$ cat config.mk
export PLATFORM = sky130hd
export DESIGN_NAME = adc_scan_controller_top
export DESIGN_NICKNAME = d
export VERILOG_FILES = /design/src/adcsc_pkg.sv /design/src/adcsc_lane.sv /design/src/adcsc_result_bank.sv /design/src/adc_scan_controller_top.sv
export SDC_FILE = /design/constraint.sdc
export NUM_CORES = 1
export LEC_CHECK = 0
export BUFFER_PORTS_ARGS = -buffer_cell sky130_fd_sc_hd__buf_2
export CAP_MARGIN = 0
export CORE_UTILIZATION = 40
export CTS_CLUSTER_SIZE = 12
export DETAILED_ROUTE_END_ITERATION = 6
export PLACE_DENSITY = 0.58
export SYNTH_ARGS = -nofsm -noshare
export SYNTH_HDL_FRONTEND = slang
export SYNTH_SLANG_ARGS = --single-unit
export TNS_END_PERCENT = 30
$ cat constraint.sdc
create_clock -name aclk -period 8.5 [get_ports aclk]
set_input_delay 1.7 -clock aclk [delete_from_list [all_inputs] [get_ports aclk]]
set_output_delay 1.7 -clock aclk [all_outputs]
set_load 0.05 [all_outputs]
$ cat src/adcsc_pkg.sv
// Types and constants shared by the A/D scan controller modules.
`default_nettype none

package adcsc_pkg;

    localparam int unsigned NUM_CHANNELS = 8;
    localparam int unsigned SAMPLE_BITS  = 10;
    localparam int unsigned NUM_LANES    = 4;

    localparam logic [1:0] FUNC_TICK  = 2'd0;
    localparam logic [1:0] FUNC_READ  = 2'd1;
    localparam logic [1:0] FUNC_WRITE = 2'd2;

    localparam logic [3:0] REG_CONTROL = 4'd8;

    localparam logic CFG_TICK = 1'b0;
    localparam logic CFG_CONV = 1'b1;

    localparam logic [7:0]  TICK_RESET = 8'd12;
    localparam logic [15:0] CONV_RESET = 16'd200;

    localparam int unsigned CS_DONE_BIT  = 7;
    localparam int unsigned CS_IE_BIT    = 6;
    localparam int unsigned CS_START_BIT = 5;
    localparam int unsigned CS_SCAN_BIT  = 4;
    localparam int unsigned CS_BASE_BIT  = 2;

    typedef struct packed {
        logic [1:0]             func;
        logic [3:0]             reg_index;
        logic [7:0]             write_data;
        logic [SAMPLE_BITS-1:0] level_ch0;
        logic [SAMPLE_BITS-1:0] level_ch1;
        logic [SAMPLE_BITS-1:0] level_ch2;
        logic [SAMPLE_BITS-1:0] level_ch3;
        logic [SAMPLE_BITS-1:0] level_ch4;
        logic [SAMPLE_BITS-1:0] level_ch5;
        logic [SAMPLE_BITS-1:0] level_ch6;
        logic [SAMPLE_BITS-1:0] level_ch7;
    } in_word_t;

    typedef struct packed {
        logic [7:0] read_data;
        logic       irq_level;
    } out_word_t;

    typedef logic [NUM_CHANNELS-1:0][SAMPLE_BITS-1:0] level_arr_t;

    typedef struct packed {
        logic                   wr;
        logic [SAMPLE_BITS-1:0] sample;
    } lane_res_t;

    typedef lane_res_t [NUM_LANES-1:0] lane_arr_t;

endpackage

`default_nettype wire

$ cat src/adcsc_lane.sv
// One conversion lane: picks the channel for its result pair and flags a store.
`default_nettype none

module adcsc_lane (
    input  logic                  fire,
    input  logic [7:0]            ctrl,
    input  logic [1:0]            lane_idx,
    input  adcsc_pkg::level_arr_t levels,
    output adcsc_pkg::lane_res_t  res
);
    import adcsc_pkg::*;

    logic [2:0] channel;
    logic       hit;

    // pair index equals channel mod 4, so the lane index is the low channel bits
    assign channel = {ctrl[CS_BASE_BIT], lane_idx};

    always_comb begin
        if (ctrl[CS_SCAN_BIT]) begin
            hit = (lane_idx <= ctrl[1:0]);
        end else begin
            hit = (lane_idx == ctrl[1:0]);
        end
    end

    assign res.wr     = fire && hit;
    assign res.sample = levels[channel];

endmodule

`default_nettype wire

$ cat src/adcsc_result_bank.sv
// Result pairs: merges lane stores and serves byte reads.
`default_nettype none

module adcsc_result_bank (
    input  logic                 aclk,
    input  logic                 aresetn,
    input  adcsc_pkg::lane_arr_t lane_res,
    input  logic [2:0]           rd_index,
    output logic [7:0]           rd_byte
);
    import adcsc_pkg::*;

    logic [SAMPLE_BITS-1:0] sample_reg [NUM_LANES];
    logic [SAMPLE_BITS-1:0] sel;

    always_ff @(posedge aclk) begin
        if (!aresetn) begin
            for (int i = 0; i < NUM_LANES; i++) begin
                sample_reg[i] <= '0;
            end
        end else begin
            for (int i = 0; i < NUM_LANES; i++) begin
                if (lane_res[i].wr) begin
                    sample_reg[i] <= lane_res[i].sample;
                end
            end
        end
    end

    // high byte holds bits 9:2, low byte bits 1:0 in 7:6
    assign sel     = sample_reg[rd_index[2:1]];
    assign rd_byte = rd_index[0] ? {sel[1:0], 6'b0} : sel[SAMPLE_BITS-1:2];

endmodule

`default_nettype wire

$ cat src/adc_scan_controller_top.sv
// Top level of the A/D scan controller: control, timing, lanes and bus side.
//
//   port group | direction | word
//   s_*        | in        | tick with 8 channel levels, register read or write
//   m_*        | out       | read byte and interrupt level, one per input word
//   apb        | in/out    | tick_cycles (0x0), conversion_cycles (0x4)
//
// A tick goes from acceptance through ST_ADV, for the 64-bit time add, and ST_CONV,
// for the finish-time compare, then through ST_RESP before s_ready returns. A
// register read or write goes from ST_IDLE to ST_RESP. One word is in flight at a time;
// a waiting result stalls only the response step. Reset is synchronous and clears
// all state but the input and output word registers, result registers included.
`default_nettype none

module adc_scan_controller_top (
    input  logic                 aclk,
    input  logic                 aresetn,
    input  logic                 s_valid,
    output logic                 s_ready,
    input  adcsc_pkg::in_word_t  s_word,
    output logic                 m_valid,
    input  logic                 m_ready,
    output adcsc_pkg::out_word_t m_word,
    input  logic                 psel,
    input  logic                 penable,
    input  logic                 pwrite,
    input  logic [2:0]           paddr,
    input  logic [31:0]          pwdata,
    output logic [31:0]          prdata,
    output logic                 pready
);
    import adcsc_pkg::*;

    typedef enum logic [3:0] {
        ST_IDLE = 4'b0001,
        ST_ADV  = 4'b0010,
        ST_CONV = 4'b0100,
        ST_RESP = 4'b1000
    } state_t;

    state_t     state_reg, state_next;
    in_word_t   item_reg;
    logic [7:0]  tick_reg;
    logic [15:0] conv_reg;
    logic [7:0]  cs_reg, cs_next;
    logic        done_seen_reg, done_seen_next;
    logic        irq_reg, irq_next;
    logic [63:0] time_reg, time_next;
    logic [63:0] finish_reg, finish_next;
    logic        m_valid_reg, m_valid_next;
    out_word_t   m_word_reg, m_word_next;

    logic        cfg_wr;
    logic        fire;
    logic        due;
    logic [63:0] fin_sched;
    level_arr_t  levels;
    lane_arr_t   lane_res;
    logic [7:0]  bank_rd;
    logic [7:0]  rd;

    // configuration port
    assign pready = 1'b1;
    assign cfg_wr = psel && penable && pwrite;
    assign prdata = paddr[2] ? {16'b0, conv_reg} : {24'b0, tick_reg};

    always_ff @(posedge aclk) begin
        if (!aresetn) begin
            tick_reg <= TICK_RESET;
            conv_reg <= CONV_RESET;
        end else if (cfg_wr) begin
            case (paddr[2])
                CFG_TICK: tick_reg <= pwdata[7:0];
                CFG_CONV: conv_reg <= pwdata[15:0];
                default: ;
            endcase
        end
    end

    assign levels[0] = item_reg.level_ch0;
    assign levels[1] = item_reg.level_ch1;
    assign levels[2] = item_reg.level_ch2;
    assign levels[3] = item_reg.level_ch3;
    assign levels[4] = item_reg.level_ch4;
    assign levels[5] = item_reg.level_ch5;
    assign levels[6] = item_reg.level_ch6;
    assign levels[7] = item_reg.level_ch7;

    assign due       = (finish_reg != 64'd0) && (finish_reg < time_reg);
    assign fin_sched = time_reg + {48'b0, conv_reg};
    assign fire      = (state_reg == ST_CONV) && cs_reg[CS_START_BIT] && due;

    for (genvar g = 0; g < NUM_LANES; g++) begin : g_lane
        adcsc_lane u_lane (
            .fire     (fire),
            .ctrl     (cs_reg),
            .lane_idx (2'(g)),
            .levels   (levels),
            .res      (lane_res[g])
        );
    end

    adcsc_result_bank u_bank (
        .aclk     (aclk),
        .aresetn  (aresetn),
        .lane_res (lane_res),
        .rd_index (item_reg.reg_index[2:0]),
        .rd_byte  (bank_rd)
    );

    assign s_ready = (state_reg == ST_IDLE);

    always_comb begin
        state_next     = state_reg;
        cs_next        = cs_reg;
        done_seen_next = done_seen_reg;
        irq_next       = irq_reg;
        time_next      = time_reg;
        finish_next    = finish_reg;
        m_valid_next   = m_valid_reg && !m_ready;
        m_word_next    = m_word_reg;
        rd             = 8'd0;
        case (state_reg)
            ST_IDLE: begin
                if (s_valid) begin
                    state_next = (s_word.func == FUNC_TICK) ? ST_ADV : ST_RESP;
                end
            end
            ST_ADV: begin
                time_next  = time_reg + {56'b0, tick_reg};
                state_next = ST_CONV;
            end
            ST_CONV: begin
                if (!cs_reg[CS_START_BIT]) begin
                    finish_next = 64'd0;
                end else if (finish_reg == 64'd0) begin
                    finish_next = fin_sched;
                end else if (due) begin
                    if (cs_reg[CS_SCAN_BIT]) begin
                        finish_next = fin_sched;
                    end else begin
                        cs_next[CS_START_BIT] = 1'b0;
                        finish_next           = 64'd0;
                    end
                    cs_next[CS_DONE_BIT] = 1'b1;
                    if (cs_reg[CS_IE_BIT]) begin
                        irq_next = 1'b1;
                    end
                end
                state_next = ST_RESP;
            end
            ST_RESP: begin
                if (!m_valid_reg || m_ready) begin
                    case (item_reg.func)
                        FUNC_READ: begin
                            if (!item_reg.reg_index[3]) begin
                                rd = bank_rd;
                            end else if (item_reg.reg_index == REG_CONTROL) begin
                                done_seen_next = cs_reg[CS_DONE_BIT];
                                rd             = cs_reg;
                            end
                        end
                        FUNC_WRITE: begin
                            if (item_reg.reg_index == REG_CONTROL) begin
                                cs_next = {cs_reg[CS_DONE_BIT], item_reg.write_data[6:0]};
                                // done clears only after a read saw it set
                                if (!item_reg.write_data[CS_DONE_BIT] && done_seen_reg) begin
                                    cs_next[CS_DONE_BIT] = 1'b0;
                                    irq_next             = 1'b0;
                                end
                                if (!item_reg.write_data[CS_IE_BIT]) begin
                                    irq_next = 1'b0;
                                end
                            end
                        end
                        default: ;
                    endcase
                    m_valid_next          = 1'b1;
                    m_word_next.read_data = rd;
                    m_word_next.irq_level = irq_next;
                    state_next            = ST_IDLE;
                end
            end
            default: state_next = ST_IDLE;
        endcase
    end

    always_ff @(posedge aclk) begin
        if (!aresetn) begin
            state_reg     <= ST_IDLE;
            cs_reg        <= 8'd0;
            done_seen_reg <= 1'b0;
            irq_reg       <= 1'b0;
            time_reg      <= 64'd0;
            finish_reg    <= 64'd0;
            m_valid_reg   <= 1'b0;
        end else begin
            state_reg     <= state_next;
            cs_reg        <= cs_next;
            done_seen_reg <= done_seen_next;
            irq_reg       <= irq_next;
            time_reg      <= time_next;
            finish_reg    <= finish_next;
            m_valid_reg   <= m_valid_next;
        end
    end

    always_ff @(posedge aclk) begin
        m_word_reg <= m_word_next;
        if (s_valid && s_ready) begin
            item_reg <= s_word;
        end
    end

    assign m_valid = m_valid_reg;
    assign m_word  = m_word_reg;

endmodule

`default_nettype wire

==> results of run 1 <==
-- cell usage in the layout, fill, tap and decap left out, types with 17 or more instances in the layout --
master     instances
o22ai_1           28
or3_1             17
clkbuf_16         38
nand3_1           73
a21oi_1           87
buf_2            144
ha_1              87
edfxtp_1         143
nor4_1            34
nand2_1          180
dfxtp_1          168
conb_1            17
nor2_1           112
o21ai_0           47
nand4_1           70
mux2i_1           65
nor3_1            48
buf_4             19
inv_1             81
xnor2_1          101
-- through the flow --
stage	power (uW)	util, %	setup slack [ns]	instances
finish	3340	46.8	3.99	2288
global route	3450	46.7	3.65	2286
CTS	3380	46.7	4.07	2286
detailed placement	1890	43.9	4.09	2226
global placement	1890	43.9	4.07	2226
floorplan	1830	-	3.61	1637
-- cells by family (layout without fill, tap and decap cells) --
family | Yosys count | count (layout) | synth area share (%)
flip-flops | 312 | 312 | 47.9
multiplexers | 84 | 84 | 6.10
AO/OA/AOI/OAI | 235 | 235 | 9.16
XOR/XNOR | 105 | 105 | 5.74
other | 2 | 19 | 0.0469
adder cells (fa/ha/maj) | 89 | 89 | 7.05
AND/OR/NAND/NOR | 620 | 620 | 19.3
buffers and inverters | 175 | 306 | 4.67
-- cell type report --
type,count,area [sq um]
Fill cell,3800,20800
Timing Repair Buffer,163,863
Multi-Input combinational cell,1150,7660
Sequential cell,312,7680
Clock inverter,11,106
Clock buffer,49,1000
Tap cell,518,648
Inverter,83,314
Antenna cell,2,5.00
-- worst max-delay path, cell delays in order, from the launching register on --
cell	delay (ns)
dfxtp_1	0.43
inv_1	0.11
ha_1	0.32
a21oi_1	0.13
o21ai_0	0.23
a221oi_2	0.29
o21ai_1	0.10
a2111o_1	0.47
o21ai_2	0.96
nand3_2	0.92
o22ai_1	0.44
-- power breakdown --
| group | switching, uW | leakage [uW] | internal, uW | total, uW |
|---|---|---|---|---|
| clock | 623 | 0.000541 | 860 | 1480 |
| sequential | 29.8 | 0.00276 | 1640 | 1670 |
| combinational | 122 | 0.00338 | 62.8 | 185 |
| total | 775 | 0.00668 | 2570 | 3340 |
-- how the worst max path moves through the flow --
stage	end	cells after the start	slack [ns]
floorplan	prdata[1]	3	3.61
detailed placement	finish_reg[54]$_SDFFE_PN0P_	10	4.09
global route	finish_reg[54]$_SDFFE_PN0P_	10	3.65
finish	finish_reg[54]$_SDFFE_PN0P_	10	3.99
CTS	finish_reg[54]$_SDFFE_PN0P_	10	4.07
global placement	finish_reg[56]$_SDFFE_PN0P_	10	4.07
-- layer usage --
metal | wire, um | up-vias | share of wire (%) | GRT usage [%]
li1 | - | 6098 | - | -
met3 | 2780 | 80 | 6.4 | 4.31
met4 | 1160 | 8 | 2.7 | 8.06
met2 | 20400 | 352 | 47 | 35.2
met5 | 48 | - | 0.11 | 0
met1 | 19200 | 5904 | 44 | 28.0
==> summary.txt, run 1 <==
Max-cap violations -> 0
RSZ-0062 raised after global routing -> no
Post-CTS resize count -> 0
Area grow syn2layout -> 14.1%
Overflow after GRT -> 0
Initial DRC count -> 903
Root buf cell -> clkbuf_16
Core ar. -> 39,100 sq um
Hold Fails Final Rpt -> 0
Design Area, Final -> 18,300 sq um
Slew Limit Fails -> 0
Top-count cell post-synth -> nand2_1
Vias in the first global route -> 12,280
Total Neg Setup Slack -> 0 ns
Synth area leaders -> edfxtp_1, dfxtp_1, ha_1
Critical-path maximum fanout -> 32
Maximum vdd drop -> 0.000176 V
Flop2flop setup slack -> 3.99 ns
Final setup fails -> 0
Leakage -> 0.00668 uW
Initial DRT Pass Iterations -> 5
Via density -> 5.44
Die area -> 40,800 sq um
Routed WL per cell -> 19.1 um
All-Layer GR Usage -> 21.5%
Yosys warning count -> 0
Hold Path End -> done_seen_reg$_SDFFE_PN0P_
Final critical-path required period -> 4.51 ns
Setup crit end kind -> register
Gate Count Post-Synth -> 1,622
Chip Height -> 202 um
Clock latency on the worst-skew pair -> 0.56 ns
Vias -> 12,442
Average instance area after synthesis -> 9.87 sq um
Crit. Startpoint -> time_reg[25]$_SDFFE_PN0P_
DP Wirelength -> 31.1 mm
F_max -> 222 MHz
Yosys top cell area share -> 26.8%
RR Endpoint -> finish_reg[54]$_SDFFE_PN0P_
Worst Reg2Reg Path Length in Cells -> 10
Yosys reg bits -> 312
# DRC -> 0
Ys async rst share -> 0%
Commonest cells in the netlist -> nand2_1, dfxtp_1, edfxtp_1
Initial Utilization -> 41.0%
Routability Congestion -> 0.889
WHS -> 0.466 ns
Max reg flops -> 94
CTS Sinks -> 312
CTS Hold Buffers Added -> 0
Fraction of layout cells with a size suffix above 1 -> 14.8%
Worst endpoint data arrival time -> 4.97 ns
EDFF count, synth -> 143
Worst slew pin tran -> 1.19 ns
Setup CP Type -> reg -> reg
Port bufs -> 144
Largest net degree at the start of global routing -> 85
Ports -> 180
Pwr/cell area -> 183 nW/um^2
HP Class -> reg -> reg
Post-DRT Antenna Nets -> 0
Syn Std Cell Area -> 16,000 sq um
Initial antenna violation count -> 6
Post-synth top area cell -> edfxtp_1
Row Count -> 72
Nets -> 1,972
CTS tree -> built
Worst Hold Launch -> done_seen_reg$_SDFFE_PN0P_
Total Wirelength -> 43.7 mm
Post-synthesis sequential area ratio -> 47.9%
First-pass GRT wire length -> 68.3 mm
Outcome -> finished clean
Synth Flop Type -> dfxtp_1
Fin Clk Skew -> 0.0131 ns
Post-CTS Setup Bufs -> 0
TritonCTS Buffers -> 37
CTS H-tree depth -> 2
Worst R2R Start -> time_reg[25]$_SDFFE_PN0P_
Clk slew on worst S/H paths -> 0.06 ns
Hold depth -> 2
Period utilization -> 53.1%
Max transition margin -> 20.7%
CTS max path bufs -> 3
Worst setup SP type -> register
Critical path required time -> 8.96 ns
Yosys cell types -> 72
Die Wd -> 202 um
Placed Instance Area -> 17,200 sq um
No activity file was read; power rests on OpenSTA's default activity.
==> run 2, diff against run 1 <==
Clock period 8.5 ns to 4.42 ns, I/O delays scaled along.
==> run 2 against run 1 <==
Compared with the run above:
- global-route usage up 0.28 points
- sequential cell count unchanged
- worst setup slack worse by 3.3 ns
- sequential power is 92% higher
- utilization up 0.71 points
- design area rose by 1.5%
- clock skew is 0.0054 ns higher
- register-to-register slack got worse by 3.3 ns
- non-clock buffer count grew 11
- combinational power grew 94%
- critical path depth unchanged
- highest routed layer unchanged
==> summary.txt, run 2 (same netlist as run 1, synthesis figures left out) <==
Core ar. -> 39,100 sq um (unchanged)
Ports -> 180 (unchanged)
Combinational share of power -> 5.3% (was 5.5%)
Fraction of layout cells with a size suffix above 1 -> 15.6% (was 14.8%)
Slew Limit Fails -> 0 (unchanged)
Psw -> 1540 uW (was 775 uW)
Area grow syn2layout -> 15.9% (was 14.1%)
Hold Fails Final Rpt -> 0 (unchanged)
Max reg flops -> 94 (unchanged)
Worst slew pin tran -> 1.12 ns (was 1.19 ns)
Flop2flop setup slack -> 0.71 ns (was 3.99 ns)
Worst Reg2Reg Path Length in Cells -> 10 (unchanged)
Final critical-path required period -> 3.71 ns (was 4.51 ns)
Post-CTS Setup Bufs -> 0 (unchanged)
DP Wirelength -> 31.6 mm (was 31.1 mm)
Most frequent cells in the layout -> nand2_1, dfxtp_1, buf_2 (unchanged)
Critical-path maximum fanout -> 64 (was 32)
TritonCTS Buffers -> 39 (was 37)
All-Layer GR Usage -> 21.8% (was 21.5%)
Critical Path Stages -> 10 (unchanged)
Hold Path End -> conv_reg[9]$_SDFFE_PN0P_ (was done_seen_reg$_SDFFE_PN0P_)
Setup crit end kind -> register (unchanged)
CTS Hold Buffers Added -> 0 (unchanged)
Fin Clk Skew -> 0.0184 ns (was 0.0131 ns)
Seq pwr share -> 47.2% (was 50.1%)
Max-cap violations -> 0 (unchanged)
Clk slew on worst S/H paths -> 0.06 ns (about the same)
Outcome -> finished clean (unchanged)
Maximum vdd drop -> 0.000325 V (was 0.000176 V)
Commonest non-fill, non-tap cell in the layout -> nand2_1 (unchanged)
Final setup fails -> 0 (unchanged)
Placed Instance Area -> 17,300 sq um (was 17,200 sq um)
First-pass GRT wire length -> 69.3 mm (was 68.3 mm)
Number of fill cells in the layout -> 3,761 (was 3,800)
CTS max path bufs -> 3 (unchanged)
F_max -> 269 MHz (was 222 MHz)
Clock Power Share -> 47.5% (was 44.4%)
Via density -> 5.46 (was 5.44)
Row Count -> 72 (unchanged)
Worst Hold Launch -> conv_reg[9]$_SDFFE_PN0P_ (was done_seen_reg$_SDFFE_PN0P_)
Switching part of the total -> 22.6% (was 23.2%)
Crit-path max cell delay -> 0.66 ns (was 0.96 ns)
Critical path, cell by cell -> inv_1 -> ha_1 -> nand4_1 -> nor4_1 -> o2111ai_1 -> a31oi_1 -> o21ai_2 -> and2_2 -> buf_12 -> o32ai_1 (was inv_1 -> ha_1 -> a21oi_1 -> o21ai_0 -> a221oi_2 -> o21ai_1 -> a2111o_1 -> o21ai_2 -> nand3_2 -> o22ai_1)
Design Area, Final -> 18,600 sq um (was 18,300 sq um)
Worst R2R Start -> time_reg[19]$_SDFFE_PN0P_ (was time_reg[25]$_SDFFE_PN0P_)
Largest net degree at the start of global routing -> 65 (was 85)
Pwr/cell area -> 367 nW/um^2 (was 183 nW/um^2)
Initial Utilization -> 41.0% (unchanged)
Initial antenna violation count -> 6 (unchanged)
Buf/Inv on CP -> 2 (was 1)
Vias in the first global route -> 12,452 (was 12,280)
Worst setup SP type -> register (unchanged)
RR Endpoint -> finish_reg[40]$_SDFFE_PN0P_ (was finish_reg[54]$_SDFFE_PN0P_)
Root buf cell -> clkbuf_16 (unchanged)
Die area -> 40,800 sq um (unchanged)
Initial DRT Pass Iterations -> 5 (unchanged)
Vias -> 12,593 (was 12,442)
Chip Height -> 202 um (unchanged)
CTS H-tree depth -> 2 (unchanged)
Routability Congestion -> 0.949 (was 0.889)
Leakage -> 0.00683 uW (was 0.00668 uW)
Initial DRC count -> 851 (was 903)
Worst endpoint data arrival time -> 4.17 ns (was 4.97 ns)
Clock latency on the worst-skew pair -> 0.56 ns (about the same)
Fin cells -> 2,306 (was 2,288)
Period utilization -> 84.0% (was 53.1%)
CTS tree -> built (unchanged)
Port bufs -> 144 (unchanged)
Nets -> 1,985 (was 1,972)
Placed cells -> 2,237 (was 2,226)
CP top delay family -> compound AO/OA/AOI/OAI gates (unchanged)
Max transition margin -> 24.9% (was 20.7%)
Post-CTS resize count -> 0 (unchanged)
Overflow after GRT -> 0 (unchanged)
Routed WL per cell -> 19.0 um (was 19.1 um)
CTS Sinks -> 312 (unchanged)
HP Class -> reg -> reg (unchanged)
Critical path required time -> 4.88 ns (was 8.96 ns)
Hold depth -> 2 (unchanged)
Total Wirelength -> 43.9 mm (was 43.7 mm)
Setup CP Type -> reg -> reg (unchanged)
# DRC -> 0 (unchanged)
Total Neg Setup Slack -> 0 ns (unchanged)
RSZ-0062 raised after global routing -> no (unchanged)
Pwr Total -> 6810 uW (was 3340 uW)
Die Wd -> 202 um (unchanged)
Worst path slowest cell -> nor4_1 (was o21ai_2)
Internal Power -> 5270 uW (was 2570 uW)
Post-DRT Antenna Nets -> 0 (unchanged)
-- run 2: layout make-up --
class / count / area (sq um) / share of cell area, %
multi-input cells: 1150 / 7650 / 41.2
well taps: 518 / 648 / 3.49
flip-flops and latches: 312 / 7680 / 41.4
clock buffers: 54 / 1110 / 5.99
clock inverters: 14 / 190 / 1.02
diodes: 1 / 2.50 / 0.0135
inverters: 83 / 314 / 1.69
repair buffers: 174 / 958 / 5.16
-- run 2: through the flow --
step	hold WS (ns)	utilization, %	setup WS, ns
2_1_floorplan	0.437	-	0.539
3_3_place_gp	0.448	44.1	0.836
3_5_place_dp	0.462	44.1	0.782
4_1_cts	0.471	47.5	0.753
5_1_grt	0.482	47.5	0.434
6_report	0.473	47.5	0.706
-- run 2: worst max-delay path by stage --
stage                                       endpoint  slack (ns)                       from
2_1_floorplan                  item_reg[0]$_DFFE_PP_        0.54  state_reg[3]$_SDFFE_PN0P_
3_3_place_gp   u_bank.sample_reg[2][9]$_SDFFCE_PN0P_        0.84  time_reg[25]$_SDFFE_PN0P_
3_5_place_dp   u_bank.sample_reg[2][3]$_SDFFCE_PN0P_        0.78  time_reg[25]$_SDFFE_PN0P_
4_1_cts        u_bank.sample_reg[2][3]$_SDFFCE_PN0P_        0.75  time_reg[25]$_SDFFE_PN0P_
5_1_grt                  finish_reg[20]$_SDFFE_PN0P_        0.43  time_reg[19]$_SDFFE_PN0P_
6_report                 finish_reg[40]$_SDFFE_PN0P_        0.71  time_reg[19]$_SDFFE_PN0P_
-- run 2: power groups by stage --
| stage | Sequential [uW] | Combinational (uW) | Clock, uW |
|---|---|---|---|
| after floorplan | 3260 | 252 | 0 |
| after global placement | 3270 | 357 | 0 |
| after detailed placement | 3280 | 363 | 0 |
| after CTS | 3220 | 364 | 3300 |
| after global routing | 3220 | 393 | 3410 |
| final | 3210 | 358 | 3240 |
-- run 2: metal layers --
| layer | global-route usage [%] | share of wire, % | vias up | routed length [um] |
|---|---|---|---|---|
| met2 | 34.9 | 46 | 370 | 20300 |
| met4 | 7.71 | 2.6 | 10 | 1150 |
| li1 | - | - | 6118 | - |
| met3 | 4.51 | 6.2 | 77 | 2730 |
| met5 | 0 | 0.12 | - | 52 |
| met1 | 29.0 | 45 | 6018 | 19700 |
-- run 2: worst reg2reg max path, stage by stage (launching register included) --
cell and delay (ns):
dfxtp_1 0.49, inv_1 0.12, ha_1 0.35, nand4_1 0.13, nor4_1 0.66, o2111ai_1 0.22, a31oi_1 0.52, o21ai_2 0.32
and2_2 0.31, buf_12 0.22, o32ai_1 0.29
